[src/design/odfd_pkg.sv]
`timescale 1ns / 1ps
// ----------------------------------------------------------------------------
// odfd_pkg
// Shared types and constants of the odometry frame deframer: frame marker
// bytes, frame layout positions, result status codes and the result record.
// ----------------------------------------------------------------------------
package odfd_pkg;

    // Frame markers and command code
    localparam logic [7:0] HDR0     = 8'hAE;
    localparam logic [7:0] HDR1     = 8'hEA;
    localparam logic [7:0] TRL0     = 8'hEF;
    localparam logic [7:0] TRL1     = 8'hFE;
    localparam logic [7:0] CMD_ODOM = 8'hA7;

    // Frame layout: byte positions counted from the first header byte
    localparam int POS_START      = 2;
    localparam int POS_LENGTH     = 2;
    localparam int POS_COMMAND    = 3;
    localparam int POS_PAYLOAD    = 4;
    localparam int PAYLOAD_BYTES  = 6;
    localparam int ODOM_MIN_BYTES = POS_PAYLOAD + PAYLOAD_BYTES;
    localparam int LEN_EXTRA      = 4;

    // Result status codes
    typedef enum logic [1:0] {
        STATUS_ODOM    = 2'd0,
        STATUS_UNKNOWN = 2'd1,
        STATUS_ERROR   = 2'd2
    } status_t;

    // One result record
    typedef struct packed {
        status_t            status;
        logic [7:0]         command;
        logic [8:0]         frame_bytes;
        logic signed [15:0] vel_x_milli;
        logic signed [15:0] vel_y_milli;
        logic signed [15:0] yaw_rate_milli;
    } result_t;

endpackage

[src/design/odfd_in_stage.sv]
`timescale 1ns / 1ps
// ----------------------------------------------------------------------------
// odfd_in_stage
// Input register: holds one received byte until the frame logic takes it.
// ----------------------------------------------------------------------------
module odfd_in_stage (
    input  logic       clk,
    input  logic       rst_n,
    input  logic       byte_valid,
    output logic       byte_ready,
    input  logic [7:0] rx_byte,
    input  logic       advance,
    output logic       held_valid,
    output logic [7:0] held_byte
);

    logic       valid_reg;
    logic       valid_next;
    logic [7:0] byte_reg;

    // Take a new byte whenever the held one is consumed or the slot is empty
    assign byte_ready = !valid_reg || advance;
    assign valid_next = byte_ready ? byte_valid : valid_reg;

    // Hold the valid flag
    always_ff @(posedge clk or negedge rst_n)
    begin
        if (!rst_n)
        begin
            valid_reg <= 1'b0;
        end
        else
        begin
            valid_reg <= valid_next;
        end
    end

    // Capture the byte on a transfer
    always_ff @(posedge clk)
    begin
        if (byte_valid && byte_ready)
        begin
            byte_reg <= rx_byte;
        end
    end

    assign held_valid = valid_reg;
    assign held_byte  = byte_reg;

endmodule

[src/design/odfd_core.sv]
`timescale 1ns / 1ps
// ----------------------------------------------------------------------------
// odfd_core
// Frame state and decode: header hunt, byte counting, field capture and
// trailer / overflow detection, producing at most one result per byte.
// ----------------------------------------------------------------------------
module odfd_core #(
    parameter int MAX_FRAME_BYTES = 512
) (
    input  logic              clk,
    input  logic              rst_n,
    input  logic              held_valid,
    input  logic [7:0]        held_byte,
    input  logic              advance,
    output logic              produced,
    output odfd_pkg::result_t result
);

    localparam logic [9:0] MAX_COUNT = 10'(MAX_FRAME_BYTES);
    localparam logic [9:0] MIN_ODOM  = 10'(odfd_pkg::ODOM_MIN_BYTES);
    localparam logic [9:0] LEN_ADD   = 10'(odfd_pkg::LEN_EXTRA);
    localparam logic [8:0] P_START   = 9'(odfd_pkg::POS_START);
    localparam logic [8:0] P_LENGTH  = 9'(odfd_pkg::POS_LENGTH);
    localparam logic [8:0] P_COMMAND = 9'(odfd_pkg::POS_COMMAND);
    localparam logic [8:0] P_LAST    = 9'(odfd_pkg::ODOM_MIN_BYTES - 1);

    logic       receiving_reg;
    logic       receiving_next;
    logic [7:0] prev_byte_reg;
    logic [8:0] byte_count_reg;
    logic [8:0] byte_count_next;
    logic [7:0] length_reg;
    logic [7:0] command_reg;
    logic [7:0] payload_reg [odfd_pkg::PAYLOAD_BYTES];

    logic       fire;
    logic [9:0] count;
    logic       trailer_seen;
    logic       header_seen;
    logic       frame_end;
    logic       length_ok;
    logic [7:0] cmd_now;
    logic [7:0] last_payload;

    assign fire         = held_valid && advance;
    assign count        = {1'b0, byte_count_reg} + 10'd1;
    assign header_seen  = (prev_byte_reg == odfd_pkg::HDR0) && (held_byte == odfd_pkg::HDR1);
    assign trailer_seen = (prev_byte_reg == odfd_pkg::TRL0) && (held_byte == odfd_pkg::TRL1);
    assign length_ok    = (count == ({2'b00, length_reg} + LEN_ADD));

    // Bypass fields that are captured by the same byte that ends the frame
    assign cmd_now      = (byte_count_reg == P_COMMAND) ? held_byte : command_reg;
    assign last_payload = (byte_count_reg == P_LAST) ? held_byte
                                                     : payload_reg[odfd_pkg::PAYLOAD_BYTES-1];

    // Next state and result for the held byte
    always_comb
    begin
        receiving_next     = receiving_reg;
        byte_count_next    = byte_count_reg;
        frame_end          = 1'b0;
        result.status      = odfd_pkg::STATUS_ERROR;
        result.command     = cmd_now;
        result.frame_bytes = count[9] ? 9'h1FF : count[8:0];
        result.vel_x_milli    = '0;
        result.vel_y_milli    = '0;
        result.yaw_rate_milli = '0;

        if (!receiving_reg)
        begin
            if (header_seen)
            begin
                receiving_next  = 1'b1;
                byte_count_next = P_START;
            end
        end
        else if (trailer_seen)
        begin
            receiving_next  = 1'b0;
            byte_count_next = '0;
            frame_end       = 1'b1;
            if (!length_ok)
            begin
                result.status = odfd_pkg::STATUS_ERROR;
            end
            else if (cmd_now == odfd_pkg::CMD_ODOM)
            begin
                if (count < MIN_ODOM)
                begin
                    result.status = odfd_pkg::STATUS_ERROR;
                end
                else
                begin
                    result.status         = odfd_pkg::STATUS_ODOM;
                    result.vel_x_milli    = {payload_reg[0], payload_reg[1]};
                    result.vel_y_milli    = {payload_reg[2], payload_reg[3]};
                    result.yaw_rate_milli = {payload_reg[4], last_payload};
                end
            end
            else
            begin
                result.status = odfd_pkg::STATUS_UNKNOWN;
            end
        end
        else if (count >= MAX_COUNT)
        begin
            // End an oversize frame with an error result and go back to hunting
            receiving_next  = 1'b0;
            byte_count_next = '0;
            frame_end       = 1'b1;
        end
        else
        begin
            byte_count_next = count[8:0];
        end
    end

    assign produced = held_valid && frame_end;

    // Advance control state on each consumed byte
    always_ff @(posedge clk or negedge rst_n)
    begin
        if (!rst_n)
        begin
            receiving_reg  <= 1'b0;
            prev_byte_reg  <= '0;
            byte_count_reg <= '0;
        end
        else if (fire)
        begin
            receiving_reg  <= receiving_next;
            prev_byte_reg  <= held_byte;
            byte_count_reg <= byte_count_next;
        end
    end

    // Capture length, command and payload bytes at their frame positions
    always_ff @(posedge clk)
    begin
        if (fire && receiving_reg)
        begin
            if (byte_count_reg == P_LENGTH)
            begin
                length_reg <= held_byte;
            end
            if (byte_count_reg == P_COMMAND)
            begin
                command_reg <= held_byte;
            end
            for (int i = 0; i < odfd_pkg::PAYLOAD_BYTES; i++)
            begin
                if (byte_count_reg == 9'(odfd_pkg::POS_PAYLOAD + i))
                begin
                    payload_reg[i] <= held_byte;
                end
            end
        end
    end

    // Idle implies a cleared count
    assert property (@(posedge clk) disable iff (!rst_n)
        !receiving_reg |-> (byte_count_reg == '0))
        else $error("byte count not cleared while hunting");

    // The count never reaches the frame size limit while receiving
    assert property (@(posedge clk) disable iff (!rst_n)
        receiving_reg |-> ({1'b0, byte_count_reg} < MAX_COUNT))
        else $error("byte count beyond frame limit");

    // A result only comes out of a frame in progress, and ends it
    assert property (@(posedge clk) disable iff (!rst_n)
        (fire && produced) |=> !receiving_reg)
        else $error("frame still open after its result");

    // Odometry results always carry a complete payload
    assert property (@(posedge clk) disable iff (!rst_n)
        (produced && result.status == odfd_pkg::STATUS_ODOM)
            |-> (result.frame_bytes >= 9'(odfd_pkg::ODOM_MIN_BYTES)))
        else $error("odometry result from a short frame");

    // Velocities are zero unless the frame decoded as odometry
    assert property (@(posedge clk) disable iff (!rst_n)
        (produced && result.status != odfd_pkg::STATUS_ODOM)
            |-> (result.vel_x_milli == '0 && result.vel_y_milli == '0
                 && result.yaw_rate_milli == '0))
        else $error("velocity set on a non-odometry result");

endmodule

[src/design/odfd_out_stage.sv]
`timescale 1ns / 1ps
// ----------------------------------------------------------------------------
// odfd_out_stage
// Result register: holds one finished result until the consumer takes it.
// ----------------------------------------------------------------------------
module odfd_out_stage (
    input  logic              clk,
    input  logic              rst_n,
    input  logic              produced,
    input  odfd_pkg::result_t result,
    output logic              advance,
    output logic              result_valid,
    input  logic              result_ready,
    output odfd_pkg::result_t result_out
);

    logic              valid_reg;
    odfd_pkg::result_t result_reg;

    // The slot frees up when empty or when its result is transferred
    assign advance = !valid_reg || result_ready;

    always_ff @(posedge clk or negedge rst_n)
    begin
        if (!rst_n)
        begin
            valid_reg <= 1'b0;
        end
        else if (advance)
        begin
            valid_reg <= produced;
        end
    end

    // Load a new result record
    always_ff @(posedge clk)
    begin
        if (advance && produced)
        begin
            result_reg <= result;
        end
    end

    assign result_valid = valid_reg;
    assign result_out   = result_reg;

endmodule

[src/design/odometry_frame_deframer.sv]
`timescale 1ns / 1ps
// ----------------------------------------------------------------------------
// odometry_frame_deframer
// Serial byte deframer for odometry frames with a registered result output.
// ----------------------------------------------------------------------------
// Accepts one byte per clock cycle on the byte channel with no bubbles while
// the result channel keeps up. Each byte passes through an input register and
// the frame decode. The result register loads from the decode of the byte that
// ends the frame (the trailer pair or an overflow) once that byte is held in
// the input register and the result slot is free; result_valid is registered.
// Backpressure on the result channel holds the byte in the input register
// whenever a result is waiting and the consumer does not take it in that
// cycle, whether or not the held byte ends a frame, and stalls byte intake
// once the input register is full. Status 0 carries three big-endian
// velocities, status 1 marks an unknown command, status 2 a length,
// short-payload or oversize frame error.
// ----------------------------------------------------------------------------
module odometry_frame_deframer #(
    parameter int MAX_FRAME_BYTES = 512
) (
    input  logic               clk,
    input  logic               rst_n,
    input  logic               byte_valid,
    output logic               byte_ready,
    input  logic [7:0]         rx_byte,
    output logic               result_valid,
    input  logic               result_ready,
    output logic [1:0]         status,
    output logic [7:0]         command,
    output logic [8:0]         frame_bytes,
    output logic signed [15:0] vel_x_milli,
    output logic signed [15:0] vel_y_milli,
    output logic signed [15:0] yaw_rate_milli
);

    logic              advance;
    logic              held_valid;
    logic [7:0]        held_byte;
    logic              produced;
    odfd_pkg::result_t result;
    odfd_pkg::result_t result_out;

    odfd_in_stage u_in_stage (
        .clk        (clk),
        .rst_n      (rst_n),
        .byte_valid (byte_valid),
        .byte_ready (byte_ready),
        .rx_byte    (rx_byte),
        .advance    (advance),
        .held_valid (held_valid),
        .held_byte  (held_byte)
    );

    odfd_core #(
        .MAX_FRAME_BYTES (MAX_FRAME_BYTES)
    ) u_core (
        .clk        (clk),
        .rst_n      (rst_n),
        .held_valid (held_valid),
        .held_byte  (held_byte),
        .advance    (advance),
        .produced   (produced),
        .result     (result)
    );

    odfd_out_stage u_out_stage (
        .clk          (clk),
        .rst_n        (rst_n),
        .produced     (produced),
        .result       (result),
        .advance      (advance),
        .result_valid (result_valid),
        .result_ready (result_ready),
        .result_out   (result_out)
    );

    // Break the result record out onto the ports
    assign status         = result_out.status;
    assign command        = result_out.command;
    assign frame_bytes    = result_out.frame_bytes;
    assign vel_x_milli    = result_out.vel_x_milli;
    assign vel_y_milli    = result_out.vel_y_milli;
    assign yaw_rate_milli = result_out.yaw_rate_milli;

endmodule

[config.mk]
export PLATFORM = sky130hd
export DESIGN_NAME = odometry_frame_deframer
export DESIGN_NICKNAME = d
export VERILOG_FILES = /design/src/design/odfd_pkg.sv /design/src/design/odfd_in_stage.sv /design/src/design/odfd_core.sv /design/src/design/odfd_out_stage.sv /design/src/design/odometry_frame_deframer.sv
export SDC_FILE = /design/constraint.sdc
export NUM_CORES = 1
export LEC_CHECK = 0
export ABC_AREA = 1
export ABC_CLOCK_PERIOD_IN_PS = 5000
export BUFFER_PORTS_ARGS = -buffer_cell sky130_fd_sc_hd__clkbuf_2
export CORE_MARGIN = 4
export CORE_UTILIZATION = 54
export CTS_BUF_LIST = sky130_fd_sc_hd__clkbuf_4 sky130_fd_sc_hd__clkbuf_8
export CTS_CLUSTER_DIAMETER = 150
export DETAILED_ROUTE_END_ITERATION = 7
export GPL_TIMING_DRIVEN = 0
export PLACE_DENSITY = 0.83
export SYNTH_ARGS = -nofsm -noshare
export SYNTH_HDL_FRONTEND = slang
export SYNTH_SLANG_ARGS = --single-unit
[constraint.sdc]
create_clock -name clk -period 5 [get_ports clk]
set_input_delay 1 -clock clk [delete_from_list [all_inputs] [get_ports clk]]
set_output_delay 1 -clock clk [all_outputs]
set_load 0.05 [all_outputs]
# Word-level counts from Yosys, hierarchy flattened
# Memories as Yosys holds them, arrays and structs flattened. A register that Yosys moved wholly into a read port is not among the register bits.
# Cells that the tools add are included.
[word_totals]
memories = 1
in_bits = 12
reg_bits = 63
ram_bits = 48
output_inout_bits = 69
wordCells = 102
[classes]
reduce_logical = 21
n_bitwise = 4
muxes = 47
order_cmp = 2
addsub = 2
eq_ne = 14
[memory_table]
columns = ["name", "words", "word_bits", "read_ports", "rd_clocked_by_memory_dff", "wr", "line_no", "rtl"]
rows = [
  ["u_core.payload_reg", 6, 8, 6, 6, 1, "odfd_core.sv:34", "logic [7:0] payload_reg [odfd_pkg::PAYLOAD_BYTES];"],
]
[ops]
columns = ["op", "n"]
rows = [
  ["$mux 8", 6],
  ["$eq 8x8->1 const B", 5],
  ["$reduce_or 8->1", 5],
  ["$eq 9x3->1 const B", 4],
  ["$mux 9", 4],
  ["$mux 1", 30],
  ["$eq 9x2->1 const B", 2],
  ["$eq 9x4->1 const B", 2],
  ["$mux 3", 5],
  ["$add 9x1->10 const B", 1],
  ["$eq 10x10->1", 1],
  ["$ge 10x10->1 const B", 1],
  ["$lt 10x4->1 const B", 1],
  ["$add 8x3->9 const B", 1],
  ["$logic_and 1x1->1", 7],
  ["$reduce_or 5->1", 1],
  ["$mux 2", 2],
  ["$not 1->1", 4],
  ["$reduce_and 2->1", 2],
  ["$reduce_and 3->1", 1],
  ["$logic_not 1->1", 2],
  ["$logic_or 1x1->1", 2],
  ["$reduce_bool 2->1", 1],
]

# Depth between registers and ports, before layout
# Gate-level depths: netlist (run 1).
[logic_depth]
ltp_word = 12
mapped_depth = 15
depth_no_buf = 13

# Cells and area by module
# A second synthesis (run 1) with hierarchy kept.
[unflattened]
hier_cells = 550
area_unflattened_um2 = 6437.4
[by_module_without_submodules]
columns = ["mod", "cells_each", "area_per_inst_um2", "seq_area_each_um2", "n_inst"]
rows = [
  ["odfd_core", 463, 4095.2, 2372.3, 1],
  ["odfd_out_stage", 73, 2057.0, 2037.0, 1],
  ["odfd_in_stage", 14, 285.3, 265.3, 1],
]

# Least setup slack after synthesis (run 1)
# OpenSTA, ideal clock, no wires.
[synth_path]
path_type = "input-to-reg"
from = "in result_ready"
to = "reg u_core.receiving_reg"
required_time_ns = 4.881
setup_slack_ns = -0.602
setup_time_ns = 0.119
t_arrival_ns = 5.483
path_stages = 9
cell_sequence = "inv_1 nand2_1 nand2_1 nor2_2 inv_1 a21oi_1 inv_1 nand2_1 inv_1"
[synth_between]
elab_chain_cells = 2
[synth_lines]
columns = ["element", "line_no", "rtl"]
rows = [
  ["start, declared", "odometry_frame_deframer.sv:27", "input logic result_ready,"],
  ["$logic_or 1x1->1", "odfd_out_stage.sv:21", "assign advance = !valid_reg || result_ready;"],
  ["$logic_and 1x1->1", "odfd_core.sv:45", "assign fire = held_valid && advance;"],
  ["end signal, assigned", "odfd_core.sv:131", "receiving_reg <= receiving_next;"],
  ["end, declared", "odfd_core.sv:27", "logic receiving_reg;"],
]
# No other way between the ends.
# A chain may end at the register's enable or synchronous reset.

# Final worst setup path (run 1)
[layout_path]
from = "in result_ready"
to = "mem u_core.payload_reg[3][1], enable pin"
[layout_between]
elab_chain_cells = 11
[layout_lines]
columns = ["element", "line_no", "rtl"]
rows = [
  ["$logic_or 1x1->1 *", "odfd_out_stage.sv:21", ""],
  ["$logic_and 1x1->1 *", "odfd_core.sv:45", ""],
  ["$logic_and 1x1->1 *", "odfd_core.sv:140", "if (fire && receiving_reg)"],
  ["$mux 1", "odfd_core.sv:140", ""],
  ["$mux 1 (not written as such)", "odfd_core.sv:154", "payload_reg[i] <= held_byte;"],
  ["$reduce_or 8->1 (no source line)", "--", ""],
  ["$mux 3 (no source line) / $mux 1 (equally long branches) (5 in a row)", "--", ""],
  ["end, declared", "odfd_core.sv:34", ""],
]
# Every way passes the cells marked *; elsewhere a longest branch is shown, timed or not.

==> impl_metrics.toml, run 1 <==
[synth]
synth-compound-area-share_pct = 2.260
synth_top_family_by_area = "simple AND/OR/NAND/NOR gates"
yosys_warnings = 0
synth_flop_cell = "edfxtp_1"
synth.top_cells.by_count = "131 x edfxtp_1, 109 x nand2_1, 101 x inv_1"
synth_cells = 561
synth-xor-area-share_pct = 0.4056
ys_types = 30
yosysSeqAreaShare_pct = 70.92
synth-edff-count = 131
mappedNetlistNets = 578
synthTopCellsByArea = "edfxtp_1 61%, dfrtp_1 7.7%, nand2_1 6.3%, inv_1 5.9%, nor2_1 3.7%"
yosys.area.top_type_share_pct = 60.72
ys_seq_elements = 159
yosys.area_share.simple_pct = 17.90
synth-adder-area-share_pct = 0.9656
synth_area_um2 = 6479
yosysMostFrequentCell = "edfxtp_1"
synth_area_per_cell_um2 = 11.55
synthMuxAreaShare_pct = 0.5214
synthArstFlopShare_pct = 12.58
yosysTopAreaCell = "edfxtp_1"

[timing]
setup_violations = 0
rsz0062_at_grt = "no"
relSlewSlack_pct = 9.408
slew_viol_final = 0
tightest_slew_ns = 1.348
fin_crit_sh_pct = 64.13
layout_setup_ws_ns = 1.794
hold_viol = 0
max_freq_ghz = 0.3119
fin_skew_ns = 0.01173
period_needed_ns = 3.206

[detailed_routing]
vias = 4116
first_pass_iters = 5
wirelength_um = 12360
drc_errors = 0
routedWlPerCell_um = 15.11
drt_iter0_markers = 353
vias_per_cell = 5.032
antenna_left = 0

[cts]
cts.sinks = 159
clkLatencyLatePin_ns = 0.44
cts_tree = "yes"
clk_pin_slew_ns = 0.09
cts_max_level = 4
cts_resized = 0
post-cts-setup-buffers = 0
cts_hold_buf = 0
cts-root-buf = "clkbuf_8"
cts_buffer_depth = 2
cts_buffers = 17

[grt]
use_met3_pct = 3.844
grt_max_degree = 32
grtUsageMet2_pct = 30.92
met1_usage_pct = 23.93
grt_pass1_wl_um = 20150
antenna_found_initial = 0
busiest_layer = "met2"
grt.total_usage_pct = 18.52
grt_overflow = 0
grt_pass1_vias = 3969

[place]
place_area_um2 = 7109
hpwl_um = 8614
dp.cells = 786
port_buffers = 80
pre_cts_ws_ns = 1.282
gp_congestion = 0.8695

[worst_setup_path]
cp_slowest_cell = "nor3_1"
cp.required_ns = 5.04
crit_fanout = 13
crit_type = "in -> reg"
cp-start-kind = "primary input"
path_cells = "clkbuf_2, inv_1, nand2_1, nand2_1, nor2_2, nand3_1, nor3_1"
path_delay_family = "simple AND/OR/NAND/NOR gates"
cpPeakStageDelay_ns = 1.09
cp.buffers_inverters = 2
cpMostUsedCell = "nand2_1"
crit_arrival_ns = 3.25
end_kind = "flip-flop"

[flow_run]
cap_violations = 0

[final_layout]
nets = 679
layout-drive-gt1-share_pct = 24.15
finish.instance_area_um2 = 7476
final_core_util_pct = 64.64
largest_reg_flops = 48
area_growth_pct = 15.39
fin_cells = 818
diodes = 0

[power_and_ir_drop]
power.density_nw_per_um2 = 408.8
swShare_pct = 30.41
p_seq_share_pct = 53.4
comb_power_share_pct = 17.8
switchingPower_mw = 0.9293
total_leakage_power_nw = 3.179
clkPwrFrac_pct = 28.8
p_int_mw = 2.127
ir_worst_vdd_uv = 246.4

[die]
die_height_um = 117.5
die_area_um2 = 13810
ios = 81
die_w_um = 117.5
rows = 39
start_util_pct = 56.02
core_area_um2 = 11560

[outcome]
status = "complete, no violations"

[worst_hold_path]
hold_path.class = "reg -> reg"
power by group through the flow:
stage	clock network, mW	logic (mW)	registers (mW)
after detailed placement	0	0.534	1.66
after global placement	0	0.508	1.65
final	0.882	0.543	1.63
after floorplan	0	0.413	1.63
after CTS	0.896	0.540	1.63
after global routing	0.954	0.623	1.64
cell families after synthesis:
family	count (synthesis)
AOI/OAI and AO/OA	26
xor gates and xnor gates	3
adders and majority gates	5
buffers and inverters	113
DFF	159
muxes	3
and+or+nand+nor	252
worst paths after layout:
kind,startpoint,endpoint,slack [ns],cells past startpoint
min in group asynchronous,rst_n,u_core.prev_byte_reg[3]$_DFFE_PN0P_,0.53,1
max,result_ready,u_core.payload_reg[3][1]$_DFFE_PP_,1.79,7
min,u_core.prev_byte_reg[1]$_DFFE_PN0P_,u_core.prev_byte_reg[1]$_DFFE_PN0P_,0.51,1
max in group asynchronous,rst_n,u_core.byte_count_reg[0]$_DFFE_PN0P_,4.12,1
max reg2reg,u_out_stage.result_valid$_DFFE_PN0P_,u_core.payload_reg[3][1]$_DFFE_PP_,2.04,5
min reg2reg,u_core.prev_byte_reg[1]$_DFFE_PN0P_,u_core.prev_byte_reg[1]$_DFFE_PN0P_,0.51,1
layout make-up:
type                    count  area, um^2
flip-flops and latches    159        4594
fillers                   872        4089
multi-input cells         289        1440
repair buffers             82       440.4
inverters                 104       390.4
clock buffers              20       256.5
well taps                 143       178.9
clock inverters            12       110.1
plain buffers               9       65.06
cell usage in the layout, fill, tap and decap left out, types with 2 or more instances in the layout:
master	count
edfxtp_1	131
nand2_1	109
inv_1	101
clkbuf_2	80
nor2_1	63
nand3_1	28
nor2_2	22
dfrtp_1	20
clkbuf_8	17
a21oi_1	9
nor3_1	9
nor2_4	8
dfxtp_1	8
o22ai_1	7
nand2_2	6
o21ai_0	6
ha_1	5
buf_2	4
nand4_1	4
inv_2	3
mux2_2	3
inv_6	3
clkinv_1	3
clkbuf_4	3
clkinvlp_4	3
xor2_1	2
buf_6	2
clkbuf_1	2
buf_12	2
worst register-to-register path, cell delays in order, from the launching register on:
cell and delay, ns:
dfrtp_1 0.41, nand2_1 0.12, nand2_1 0.12, nor2_2 0.52
nand3_1 0.30, nor3_1 1.09
metal layers:
metal	wire (um)	up-vias
met5	0	-
met4	189	0
met3	685	18
met2	6232	154
met1	5250	1929
li1	-	2015
stage by stage:
| step | hold WS, ns | setup TNS, ns | power, mW |
|---|---|---|---|
| 4_1_cts | 0.5139 | 0 | 3.067 |
| 3_3_place_gp | 0.4717 | -0.03284 | 2.162 |
| 2_1_floorplan | 0.4530 | 0 | 2.047 |
| 3_5_place_dp | 0.4933 | 0 | 2.194 |
| 5_1_grt | 0.5314 | 0 | 3.220 |
| 6_report | 0.5127 | 0 | 3.056 |
Note: power is estimated with default switching activity, not from simulation.
==> inputs of run 2 (changes only) <==
Settings changed: ABC_AREA 1 to 0, ABC_CLOCK_PERIOD_IN_PS 5000 to 2750.
Clock period 5 ns to 2.75 ns, I/O delays scaled along.
==> impl_metrics.toml, run 2 <==
[synth]
yosysMostFrequentCell = "edfxtp_1"
synth_area_per_cell_um2 = 15.44
yosys.area.top_type_share_pct = 61.84
synthTopCellsByArea = "edfxtp_1 62%, dfrtp_1 7.9%, and3_1 5.1%, mux2_2 4.4%, dfxtp_1 2.5%"
yosysTopAreaCell = "edfxtp_1"
synthArstFlopShare_pct = 12.58
yosysSeqAreaShare_pct = 72.23
synth-xor-area-share_pct = 2.183
synthMuxAreaShare_pct = 4.583
synth_top_family_by_area = "simple AND/OR/NAND/NOR gates"
synth_flop_cell = "edfxtp_1"
synth_area_um2 = 6361
synth.top_cells.by_count = "131 x edfxtp_1, 52 x and3_1, 25 x mux2_2"
yosys.area_share.simple_pct = 13.45
ys_seq_elements = 159
synth_cells = 412
synth-adder-area-share_pct = 0.9835
mappedNetlistNets = 429
yosys_warnings = 0
ys_types = 54
synth-edff-count = 131
synth-compound-area-share_pct = 3.737

[cts]
clk_pin_slew_ns = 0.09
cts_buffers = 17
cts_max_level = 4
cts_tree = "yes"
cts_buffer_depth = 2
cts_hold_buf = 0
clkLatencyLatePin_ns = 0.44
cts.sinks = 159
cts-root-buf = "clkbuf_8"

[grt]
grt_overflow = 0
grt.total_usage_pct = 18.87
use_met3_pct = 4.870
antenna_found_initial = 0
grt_max_degree = 37
grtUsageMet2_pct = 30.85
grt_pass1_wl_um = 19240
grt_pass1_vias = 3685
busiest_layer = "met2"
met1_usage_pct = 25.10

[worst_setup_path]
cp_slowest_cell = "dfrtp_2"
end_kind = "flip-flop"
crit_type = "reg -> reg"
regToRegStartpoint = "u_core.byte_count_reg[1]$_DFFE_PN0P_"
crit_arrival_ns = 2.89
path_cells = "ha_1, clkbuf_4, nand4_1, or3_4, and3_1, o221a_1, and4_4, buf_6, buf_6, and3_1"
cp.buffers_inverters = 3
path_delay_family = "simple AND/OR/NAND/NOR gates"
crit_fanout = 10
cp-start-kind = "flip-flop"
cpPeakStageDelay_ns = 0.42
startpoint = "u_core.byte_count_reg[1]$_DFFE_PN0P_"
cp.required_ns = 2.94

[timing]
layout_setup_ws_ns = 0.05509
holdWs_ns = 0.06311
relSlewSlack_pct = 62.03
fin_skew_ns = 0.01027
max_freq_ghz = 0.3711
tightest_slew_ns = 0.5696
period_needed_ns = 2.695
hold_viol = 0
setup_violations = 0
rsz0062_at_grt = "no"
final.setup.tns_ns = 0
fin_crit_sh_pct = 98.00
slew_viol_final = 0

[power_and_ir_drop]
p_total_mw = 4.434
clkPwrFrac_pct = 38.4
comb_power_share_pct = 2.0
ir_worst_vdd_uv = 352.1
p_seq_share_pct = 59.6
p_int_mw = 3.474
swShare_pct = 21.65
power.density_nw_per_um2 = 593.5
total_leakage_power_nw = 2.850
switchingPower_mw = 0.9597

[outcome]
status = "complete, no violations"

[worst_hold_path]
hold_path.class = "in -> async"

[place]
hpwl_um = 8159
dp.cells = 637
place_area_um2 = 6995
gp_congestion = 0.8855
port_buffers = 80
pre_cts_ws_ns = -0.1463

[final_layout]
diodes = 0
largest_reg_flops = 48
area_growth_pct = 17.45
nets = 538
fin_cells = 677
final_common_cell = "edfxtp_1"
final_core_util_pct = 65.15
layout-drive-gt1-share_pct = 34.27
finish.instance_area_um2 = 7471
layout_common_cells = "131 x edfxtp_1, 84 x clkbuf_2, 52 x and3_1, 25 x mux2_2, 19 x dfrtp_1"

[detailed_routing]
wirelength_um = 12140
drc_errors = 0
antenna_left = 0
vias = 3713
first_pass_iters = 5
drt_iter0_markers = 400
routedWlPerCell_um = 17.92
vias_per_cell = 5.484

[flow_run]
cap_violations = 0

[die]
ios = 81
rows = 39
die_height_um = 116.5
die_w_um = 116.5
start_util_pct = 55.47
die_area_um2 = 13580
core_area_um2 = 11470
[run 2: logic make-up after synthesis]
family	Yosys count
AND/OR/NAND/NOR	143
multiplexers	26
flip-flops	159
adder cells (fa/ha/maj)	5
XOR/XNOR	15
buffers and inverters	32
AO/OA/AOI/OAI	32
[run 2: final timing paths]
check                                                        to  slack, ns  cells past startpoint
setup / recovery                yaw_rate_milli[2]$_SDFFCE_PP0P_       0.06                     10
hold / removal                u_in_stage.held_valid$_DFFE_PN0N_       0.06                      1
setup reg to reg                yaw_rate_milli[2]$_SDFFCE_PP0P_       0.06                     10
hold reg to reg                u_core.payload_reg[5][5]$_DFF_P_       0.47                      1
max in group asynchronous  u_core.byte_count_reg[1]$_DFFE_PN0P_       2.30                      1
min in group clk              u_in_stage.held_byte[1]$_DFFE_PP_       0.28                      1
[run 2: power by group through the flow]
stage               Clock (mW)  Sequential (mW)  Combinational (mW)
global route              1.84             2.65              0.0952
detailed placement           0             2.72              0.0501
CTS                       1.74             2.65              0.0755
floorplan                    0             2.69              0.0316
global placement             0             2.72              0.0476
finish                    1.70             2.64              0.0870
[run 2: what timing repair did]
item | CTS | global route
pin swaps | 0 | 1
gates resized for setup | 0 | 8
setup buffers | 4 | 4
endpoints found under the setup margin | 62 | 43
[run 2: final cells by class]
cell class,count,area [um^2]
flip-flops and latches,159,4596
fillers,788,3996
multi-input cells,221,1607
repair buffers,90,508.0
clock buffers,17,234.0
well taps,143,178.9
clock inverters,15,162.7
plain buffers,23,151.4
inverters,9,33.78
[run 2: per-layer routing]
metal  part of all wire, %  up-vias
met5                     0        -
met4                   1.5        0
met3                   6.3       17
met2                    48      130
met1                    44     1777
li1                      -     1789
